$ cat src/rtl/core/tbpf_pkg.sv
// ----------------------------------------------------------------------------
// tbpf_pkg
// Shared types and constants of the tile background pixel fetcher.
// ----------------------------------------------------------------------------
package tbpf_pkg;

  localparam int MEM_BYTES  = 8192;
  localparam int ADDR_W     = $clog2(MEM_BYTES);
  localparam int BANK_DEPTH = MEM_BYTES / 2;
  localparam int IDX_W      = $clog2(BANK_DEPTH);

  localparam logic [ADDR_W-1:0] MAP0_BASE = 13'h1800;
  localparam logic [ADDR_W-1:0] MAP1_BASE = 13'h1C00;

  // configuration register indexes
  localparam logic [1:0] CFG_SCROLL_X   = 2'd0;
  localparam logic [1:0] CFG_SCROLL_Y   = 2'd1;
  localparam logic [1:0] CFG_MAP_SELECT = 2'd2;

  // input word kinds
  localparam logic MODE_WRITE  = 1'b0;
  localparam logic MODE_RENDER = 1'b1;

  typedef struct packed {
    logic [7:0] scroll_x;
    logic [7:0] scroll_y;
    logic       map_select;
  } cfg_t;

  typedef struct packed {
    logic              en;
    logic [ADDR_W-1:0] addr;
    logic [7:0]        data;
  } wr_req_t;

  typedef struct packed {
    logic             en;
    logic [IDX_W-1:0] index;
  } rd_req_t;

endpackage

$ cat src/rtl/core/tbpf_fetch.sv
// ----------------------------------------------------------------------------
// tbpf_fetch
// Fetch sequencer: issues the map read, then the tile row read on the shared
// memory port, and turns the plane bytes into a color number in the output
// register.
// ----------------------------------------------------------------------------
module tbpf_fetch (
  input  logic                  clk,
  input  logic                  rst,
  input  tbpf_pkg::cfg_t        cfg,
  input  logic                  in_valid,
  output logic                  in_ready,
  input  logic                  in_mode,
  input  logic [tbpf_pkg::ADDR_W-1:0] in_mem_addr,
  input  logic [7:0]            in_mem_data,
  input  logic [7:0]            in_screen_x,
  input  logic [7:0]            in_screen_y,
  output logic                  out_valid,
  input  logic                  out_ready,
  output logic [1:0]            out_color,
  output tbpf_pkg::wr_req_t     wr,
  output tbpf_pkg::rd_req_t     rd,
  input  logic [7:0]            rdata_even,
  input  logic [7:0]            rdata_odd
);

  logic                        accept;
  logic                        render;
  logic                        tile_issue;
  logic [7:0]                  px;
  logic [7:0]                  py;
  logic [tbpf_pkg::ADDR_W-1:0] map_addr;
  logic [7:0]                  tile;
  logic [tbpf_pkg::IDX_W-1:0]  tile_index;

  // map byte in flight
  logic       p1_valid;
  logic       p1_odd;
  logic [2:0] p1_fy;
  logic [2:0] p1_fx;
  // tile row bytes in flight
  logic       t_valid;
  logic [2:0] t_fx;

  // the read port is busy with the tile row read while a map byte is pending
  assign in_ready = !p1_valid;
  assign accept   = in_valid && in_ready;
  assign render   = accept && (in_mode == tbpf_pkg::MODE_RENDER);

  assign px       = in_screen_x + cfg.scroll_x;
  assign py       = in_screen_y + cfg.scroll_y;
  assign map_addr = (cfg.map_select ? tbpf_pkg::MAP1_BASE : tbpf_pkg::MAP0_BASE)
                  + tbpf_pkg::ADDR_W'({py[7:3], px[7:3]});

  // only start the row read when the output register is sure to have room
  assign tile_issue = p1_valid && !t_valid && (!out_valid || out_ready);

  assign tile       = p1_odd ? rdata_odd : rdata_even;
  assign tile_index = tbpf_pkg::IDX_W'({tile, p1_fy});

  always_comb begin
    wr.en   = accept && (in_mode == tbpf_pkg::MODE_WRITE);
    wr.addr = in_mem_addr;
    wr.data = in_mem_data;
    rd.en   = render || tile_issue;
    rd.index = tile_issue ? tile_index : map_addr[tbpf_pkg::ADDR_W-1:1];
  end

  always_ff @(posedge clk) begin
    if (rst) begin
      p1_valid  <= 1'b0;
      t_valid   <= 1'b0;
      out_valid <= 1'b0;
    end else begin
      if (render) begin
        p1_valid <= 1'b1;
      end else if (tile_issue) begin
        p1_valid <= 1'b0;
      end
      t_valid <= tile_issue;
      if (t_valid) begin
        out_valid <= 1'b1;
      end else if (out_ready) begin
        out_valid <= 1'b0;
      end
    end
  end

  always_ff @(posedge clk) begin
    if (render) begin
      p1_odd <= map_addr[0];
      p1_fy  <= py[2:0];
      p1_fx  <= px[2:0];
    end
    if (tile_issue) begin
      t_fx <= p1_fx;
    end
    // bit 7 is the leftmost pixel, so column fx picks bit 7 - fx
    if (t_valid) begin
      out_color <= {rdata_odd[~t_fx], rdata_even[~t_fx]};
    end
  end

`ifndef NO_ASSERTIONS
  a_room_for_row: assert property (@(posedge clk) disable iff (rst)
    t_valid |-> !out_valid)
    else $error("tile row data arrived while output register full");

  a_map_pending: assert property (@(posedge clk) disable iff (rst)
    render |=> p1_valid && !in_ready)
    else $error("render word did not leave a pending map byte");

  a_row_follows_map: assert property (@(posedge clk) disable iff (rst)
    t_valid |-> $past(p1_valid))
    else $error("tile row data without a preceding map read");

  a_no_port_clash: assert property (@(posedge clk) disable iff (rst)
    !(render && tile_issue))
    else $error("map read and tile row read issued together");
`endif

endmodule

$ cat config.mk
export PLATFORM = sky130hd
export DESIGN_NAME = tbpf_fetch
export DESIGN_NICKNAME = d
export VERILOG_FILES = /design/src/rtl/core/tbpf_pkg.sv /design/src/rtl/core/tbpf_fetch.sv
export SDC_FILE = /design/constraint.sdc
export NUM_CORES = 1
export LEC_CHECK = 0
export ABC_AREA = 1
export BUFFER_PORTS_ARGS = -buffer_cell sky130_fd_sc_hd__buf_2
export CELL_PAD_IN_SITES_DETAIL_PLACEMENT = 1
export CELL_PAD_IN_SITES_GLOBAL_PLACEMENT = 1
export CORE_AREA = 2 2 97 71
export DETAILED_ROUTE_END_ITERATION = 16
export DIE_AREA = 0 0 99 73
export PLACE_DENSITY_LB_ADDON = 0.1
export RECOVER_POWER = 25
export SLEW_MARGIN = 30
export SYNTH_ARGS = -nofsm -noshare
export SYNTH_HDL_FRONTEND = slang
export SYNTH_SLANG_ARGS = --single-unit
$ cat constraint.sdc
create_clock -name clk -period 2.35 [get_ports clk]
set_input_delay 0.5875 -clock clk [delete_from_list [all_inputs] [get_ports clk]]
set_output_delay 0.5875 -clock clk [all_outputs]
set_load 0.01 [all_outputs]
==> results of run 1 <==
[cell usage after synthesis]
cell type	count
nand2_1	85
and2_4	1
nand4_1	1
fa_1	2
o211ai_1	1
a211oi_1	1
a21oi_1	8
a31oi_1	1
or2_1	1
o21ai_0	8
inv_1	27
ha_1	14
nand3_4	1
nand3_1	12
xor2_1	3
edfxtp_1	12
dfxtp_1	3
buf_2	2
nor2_1	17
inv_2	2
mux2i_1	1
nand3b_1	3
nand3_2	2
buf_4	23
o21ai_1	8
xnor2_1	2
nand2_2	1
[layout make-up]
type	count	area share (%)
timing repair buffer	86	21.31
sequential	15	18.17
clock inverter	1	0.2163
multi-input combinational	173	49.43
inverter	29	4.705
tap	81	4.381
clock buffer	3	1.785
[layer usage]
| layer | track usage, % | vias to the layer above |
|---|---|---|
| li1 | - | 881 |
| met1 | 17.56 | 777 |
| met2 | 20.95 | 44 |
| met3 | 3.448 | 2 |
| met4 | 0.7610 | 0 |
| met5 | 0 | - |
[worst register-to-register path: cells and delay by family (launching register included)]
kind                   cells  cell delay [ns]
AOI/OAI and AO/OA          3             0.24
and+or+nand+nor            2             0.10
DFF                        1             0.50
buffers and inverters      1             0.17
[how the worst max path moves through the flow]
| stage | end | slack (ns) | cells after the start |
|---|---|---|---|
| finish | rd[7] | -0.05 | 12 |
| global route | rd[2] | -0.16 | 11 |
| CTS | rd[7] | -0.11 | 12 |
| detailed placement | rd[7] | -0.26 | 12 |
| global placement | rd[7] | -0.23 | 12 |
| floorplan | rd[0] | 0.04 | 8 |
[placed cells by master, fill, tap and decap left out, drive strengths merged]
cell type and count:
buf 86, o21ai 16, a21oi 8, fa 2, nand3 15, nor2 17, ha 14, clkinv 1
dfxtp 3, and2 1, clkbuf 3, or2 1, o211ai 1, xor2 3, a211oi 1, xnor2 2
a31oi 1, edfxtp 12, nand3b 3, nand2 86, inv 29, nand4 1, mux2i 1
[power breakdown]
group          switching, mW  internal, mW
Combinational          0.214         0.201
Sequential           0.00988         0.305
Clock                 0.0894         0.117
Total                  0.313         0.623
[state kept, by name, indices dropped and copies added, names as in the netlist]
| signal | cells |
|---|---|
| out_color | 2 |
| out_valid | 1 |
| p1_fx | 3 |
| p1_fy | 3 |
| p1_odd | 1 |
| p1_valid | 1 |
| t_fx | 3 |
| t_valid | 1 |
[cell families (layout without fill, tap and decap cells)]
group | Yosys count | after routing | synth area share (%)
AND/OR/NAND/NOR | 124 | 124 | 32.10
adder cells (fa/ha/maj) | 16 | 16 | 13.02
XOR/XNOR | 5 | 5 | 2.650
flip-flops | 15 | 15 | 25.44
multiplexers | 1 | 1 | 0.6056
AO/OA/AOI/OAI | 27 | 27 | 8.555
buffers and inverters | 54 | 119 | 17.64
[timing repair]
item | in CTS | in global routing
setup endpoints to repair | 7 | 9
pin swaps | 10 | 13
resized for setup | 17 | 23
setup buffers | 1 | 2
==> results_dict.tcl, run 1 <==
set metrics [dict create \
    synth_seq_cells 15 \
    ys_seq_area_share_pct 25.44 \
    wirelength_microns 4558 \
    rsz0062_at_grt "yes" \
    gp_congestion 0.7330 \
    io_buffer_count 71 \
    power_uw 936.4 \
    reg2reg_slack_ns 1.09 \
    hpwl_microns 3773 \
    drt_first_pass_iters 4 \
    cts_tree "built" \
    highest_layer "met4" \
    critical_path.max_fanout 2 \
    synth_area_leader_cell "edfxtp_1" \
    setup_viol 4 \
    clk_pin_slew_worst_paths_ns 0.06 \
    root_buffer "clkbuf_8" \
    ctsHtreeMaxLevel 1 \
    diodes 0 \
    final-seq-area_sq_um 420.4 \
    worstPathRequired_ns 1.76 \
    drtIter0Drc 32 \
    p_leak_nw 1.188 \
    start_util_pct 25.78 \
    rr_startpoint "t_fx[0]" \
    gr-total-overflow 0 \
    num_vias 1704 \
    crit_chain "buf_6, ha_4, fa_2, nand2_2, nand3_2, nand3_2, nand2_2, nand2_2, nand2_2, nand2_1, nand2_1, buf_2" \
    max_freq_mhz 417.3 \
    cts.sinks 15 \
    cts_buffer_depth 2 \
    nNetsFinal 399 \
    path_delay_family "simple AND/OR/NAND/NOR gates" \
    fin_crit_ns 2.396 \
    tns_ns -0.1425 \
    r2r_cells 6 \
    power.density_nw_per_um2 404.8 \
    drive_gt1_share_pct 42.02 \
    route.detailed.drc 0 \
    whs_ns 0.4212 \
    rows 25 \
    postRouteAntennaNets 0 \
    tightestPinTransition_ns 0.3900 \
    die_w_microns 99 \
    synth.area.top_cells "edfxtp_1 22%, nand2_1 19%, ha_1 11%" \
    fp.dieH_microns 73 \
    wl_met3_microns 245 \
    synth_top_area_share_pct 21.80 \
    timing.rr.end "out_color[0]" \
    crit_start "in_screen_y[0]" \
    cts_inserted_buffers 3 \
    start_kind "input pin" \
    grt_max_degree 14 \
    min-delay-start "p1_fx[1]" \
    finalCritPeriodShare_pct 102.0 \
    yosysWarnings 0 \
    hold_end "t_fx[1]" \
    drv_cap 0 \
    syn-num-nets 333 \
    path_buf_inv 2 \
    netlist_area_sq_um 1653 \
    synth_cell_types 27 \
    arrival_ns 1.81 \
    fin_skew_ns 0.0006011 \
    viasPerCell 4.392 \
    final_cells 388 \
    hold_depth 0 \
    grt_pass1_wl_microns 7424 \
    post-place-ws_ns -0.2639 \
    antenna_found_initial 0 \
    final_cell_area_sq_um 2313 \
    pin_count 114 \
    hold_path.class "register to register" \
    place_inst 381 \
    m1WireLength_microns 2248 \
    failed_checks "negative setup slack" \
    grt.total_usage_pct 12.70 \
    hold_buffers 0 \
    slowest_stage "fa_2" \
    wl_met2_microns 2060 \
    die-area_sq_um 7227 \
    setup_ws_ns -0.04613 \
    synth_area_per_cell_sq_um 6.830 \
    status "finished with violations" \
    grt_pass1_vias 1638 \
    fin_util_pct 36.08 \
    finalHoldViolations 0 \
    syn_inst 242 \
    clock_latency_ns 0.24 \
    syn2layout_area_growth_pct 39.97 \
    cp_common_cell "nand2_2" \
    filler_cell_count 812 \
    maxSlewViolCount 0 \
    end_kind "output port" \
    wl_per_cell_microns 11.75 \
    placed_area_sq_um 2017 \
    critPathMaxStageDelay_ns 0.34 \
    vdd_drop_max_mv 0.2068 \
    multi_input_area_sq_um 1144 \
    slew_headroom_pct 74.00 \
    core-area_sq_um 6412 \
    critPathKind "input pin to output port" \
]
Note: power is estimated with default switching activity, not from simulation.
==> inputs of run 2 (changes only) <==
Settings changed: PLACE_DENSITY from default to 0.81, PLACE_DENSITY_LB_ADDON 0.1 to default, SETUP_SLACK_MARGIN from default to 0.3.
==> results_dict.tcl, run 2 (synthesis results as in run 1) <==
set metrics [dict create \
    wirelength_microns 5211 \
    route.detailed.drc 0 \
    reg2reg_slack_ns 1.02 \
    arrival_ns 1.83 \
    cp-endpoint "rd[0]" \
    fp.dieH_microns 73 \
    rows 25 \
    postRouteAntennaNets 0 \
    tns_ns -0.1911 \
    tightestPinTransition_ns 0.2925 \
    finalCritPeriodShare_pct 102.9 \
    p_leak_nw 1.268 \
    grt_pass1_wl_microns 8217 \
    end_kind "output port" \
    mostFrequentLayoutCells "65 x nand2_1, 53 x buf_2, 22 x inv_1, 18 x buf_4, 17 x nand2_2" \
    failed_checks "negative setup slack" \
    hpwl_microns 4043 \
    critPathKind "input pin to output port" \
    gr-total-overflow 0 \
    setup_viol 4 \
    cts_inserted_buffers 3 \
    reg_top3 "p1_fx: 3 flops, p1_fy: 3 flops, t_fx: 3 flops" \
    clk_pin_slew_worst_paths_ns 0.06 \
    drive_gt1_share_pct 48.08 \
    core-area_sq_um 6412 \
    status "finished with violations" \
    die-area_sq_um 7227 \
    critical_path.max_fanout 2 \
    num_vias 1766 \
    rsz0062_at_grt "yes" \
    cts.sinks 15 \
    antenna_found_initial 0 \
    slew_headroom_pct 80.50 \
    viasPerCell 4.494 \
    ctsHtreeMaxLevel 1 \
    syn2layout_area_growth_pct 54.13 \
    wl_per_cell_microns 13.26 \
    drv_cap 0 \
    hold_path.class "register to register" \
    start_kind "input pin" \
    die_w_microns 99 \
    maxSlewViolCount 0 \
    setup_ws_ns -0.06827 \
    grt.total_usage_pct 13.97 \
    drtIter0Drc 64 \
    rr_startpoint "t_fx[0]" \
    diodes 0 \
    timing.rr.end "out_color[0]" \
    vdd_drop_max_mv 0.2059 \
    start_util_pct 25.78 \
    max_freq_mhz 413.5 \
    pin_count 114 \
    finalHoldViolations 0 \
    power.density_nw_per_um2 394.6 \
    hold_buffers 0 \
    nNetsFinal 404 \
    io_buffer_count 71 \
    fin_crit_ns 2.418 \
    root_buffer "clkbuf_8" \
    r2r_cells 6 \
    drt_first_pass_iters 4 \
    clock_latency_ns 0.24 \
    final_common_cell "nand2_1" \
    gp_congestion 0.7768 \
    crit_start "in_screen_x[0]" \
    grt_max_degree 10 \
    fin_skew_ns 0.007472 \
    cts_tree "built" \
    power_mw 1.005 \
    cts_buffer_depth 2 \
    worstPathRequired_ns 1.76 \
    grt_pass1_vias 1814 \
]
==> run 2: changes by cell type in the layout (fill, tap and decap cells not counted), moves of 2 or more <==
cell	delta
ha_1	-2
buf_8	+3
buf_2	-14
buf_6	+12
inv_2	+2
inv_4	+2
nor2_4	+2
inv_1	-5
buf_4	+3
nand2_4	+4
nor2_1	-2
ha_4	+2
nand2_2	+4
nand2_1	-8
==> run 2: routing by layer <==
metal	GRT usage (%)	wire, microns
met1	17.86	2303
met2	25.75	2633
met3	1.437	231
met4	2.892	42
met5	0	0
==> run 2: what timing repair did <==
action | in CTS | in global routing
gates resized for setup | 41 | 37
setup endpoints to repair | 11 | 10
gates cloned | 1 | 0
setup buffers | 9 | 2
pin swaps | 26 | 19
==> run 2: layout make-up <==
type / count / area [sq um]
tap: 81 / 101.3
timing repair buffer: 90 / 625.6
sequential: 15 / 420.4
fill: 796 / 3865
clock inverter: 1 / 5.005
multi-input combinational: 173 / 1227
clock buffer: 3 / 41.29
inverter: 29 / 120.1
timing repair inverter: 1 / 6.256
==> run 2: how the worst min path moves through the flow <==
stage | from | end | slack, ns | cells past startpoint
after floorplan | p1_fx[0] | t_fx[0] | 0.40 | 0
after global placement | p1_fx[0] | t_fx[0] | 0.40 | 0
after detailed placement | p1_fx[0] | t_fx[0] | 0.41 | 0
after CTS | p1_fx[0] | t_fx[0] | 0.41 | 0
after global routing | p1_fx[0] | t_fx[0] | 0.42 | 0
final | p1_fx[0] | t_fx[0] | 0.41 | 0
==> run 2: critical path, cell delays in order <==
cell and delay [ns]:
buf_6 0.10, ha_4 0.16, fa_2 0.35, nand2_2 0.07, nand2_2 0.06, and2_4 0.14, nor2_1 0.14, o21ai_2 0.08
buf_2 0.14
==> run 2: report_power, final <==
| part | switching, mW | internal, mW | leakage, nW |
|---|---|---|---|
| registers | 0.00863 | 0.305 | 0.136 |
| logic | 0.245 | 0.246 | 1.11 |
| clock network | 0.0841 | 0.117 | 0.0255 |
==> run 2: per-stage QoR <==
step / utilization (%) / setup WS, ns / hold WS (ns) / cell area (sq um) / std cells
4_1_cts: 37.35 / -0.05802 / 0.4121 / 2395 / 391
5_1_grt: 39.73 / -0.1424 / 0.4155 / 2547 / 393
3_5_place_dp: 31.92 / -0.1709 / 0.4063 / 2047 / 377
6_report: 39.73 / -0.06827 / 0.4091 / 2547 / 393
2_1_floorplan: - / 0.1632 / 0.4003 / 1713 / 242
3_3_place_gp: 31.92 / -0.1422 / 0.4031 / 2047 / 377
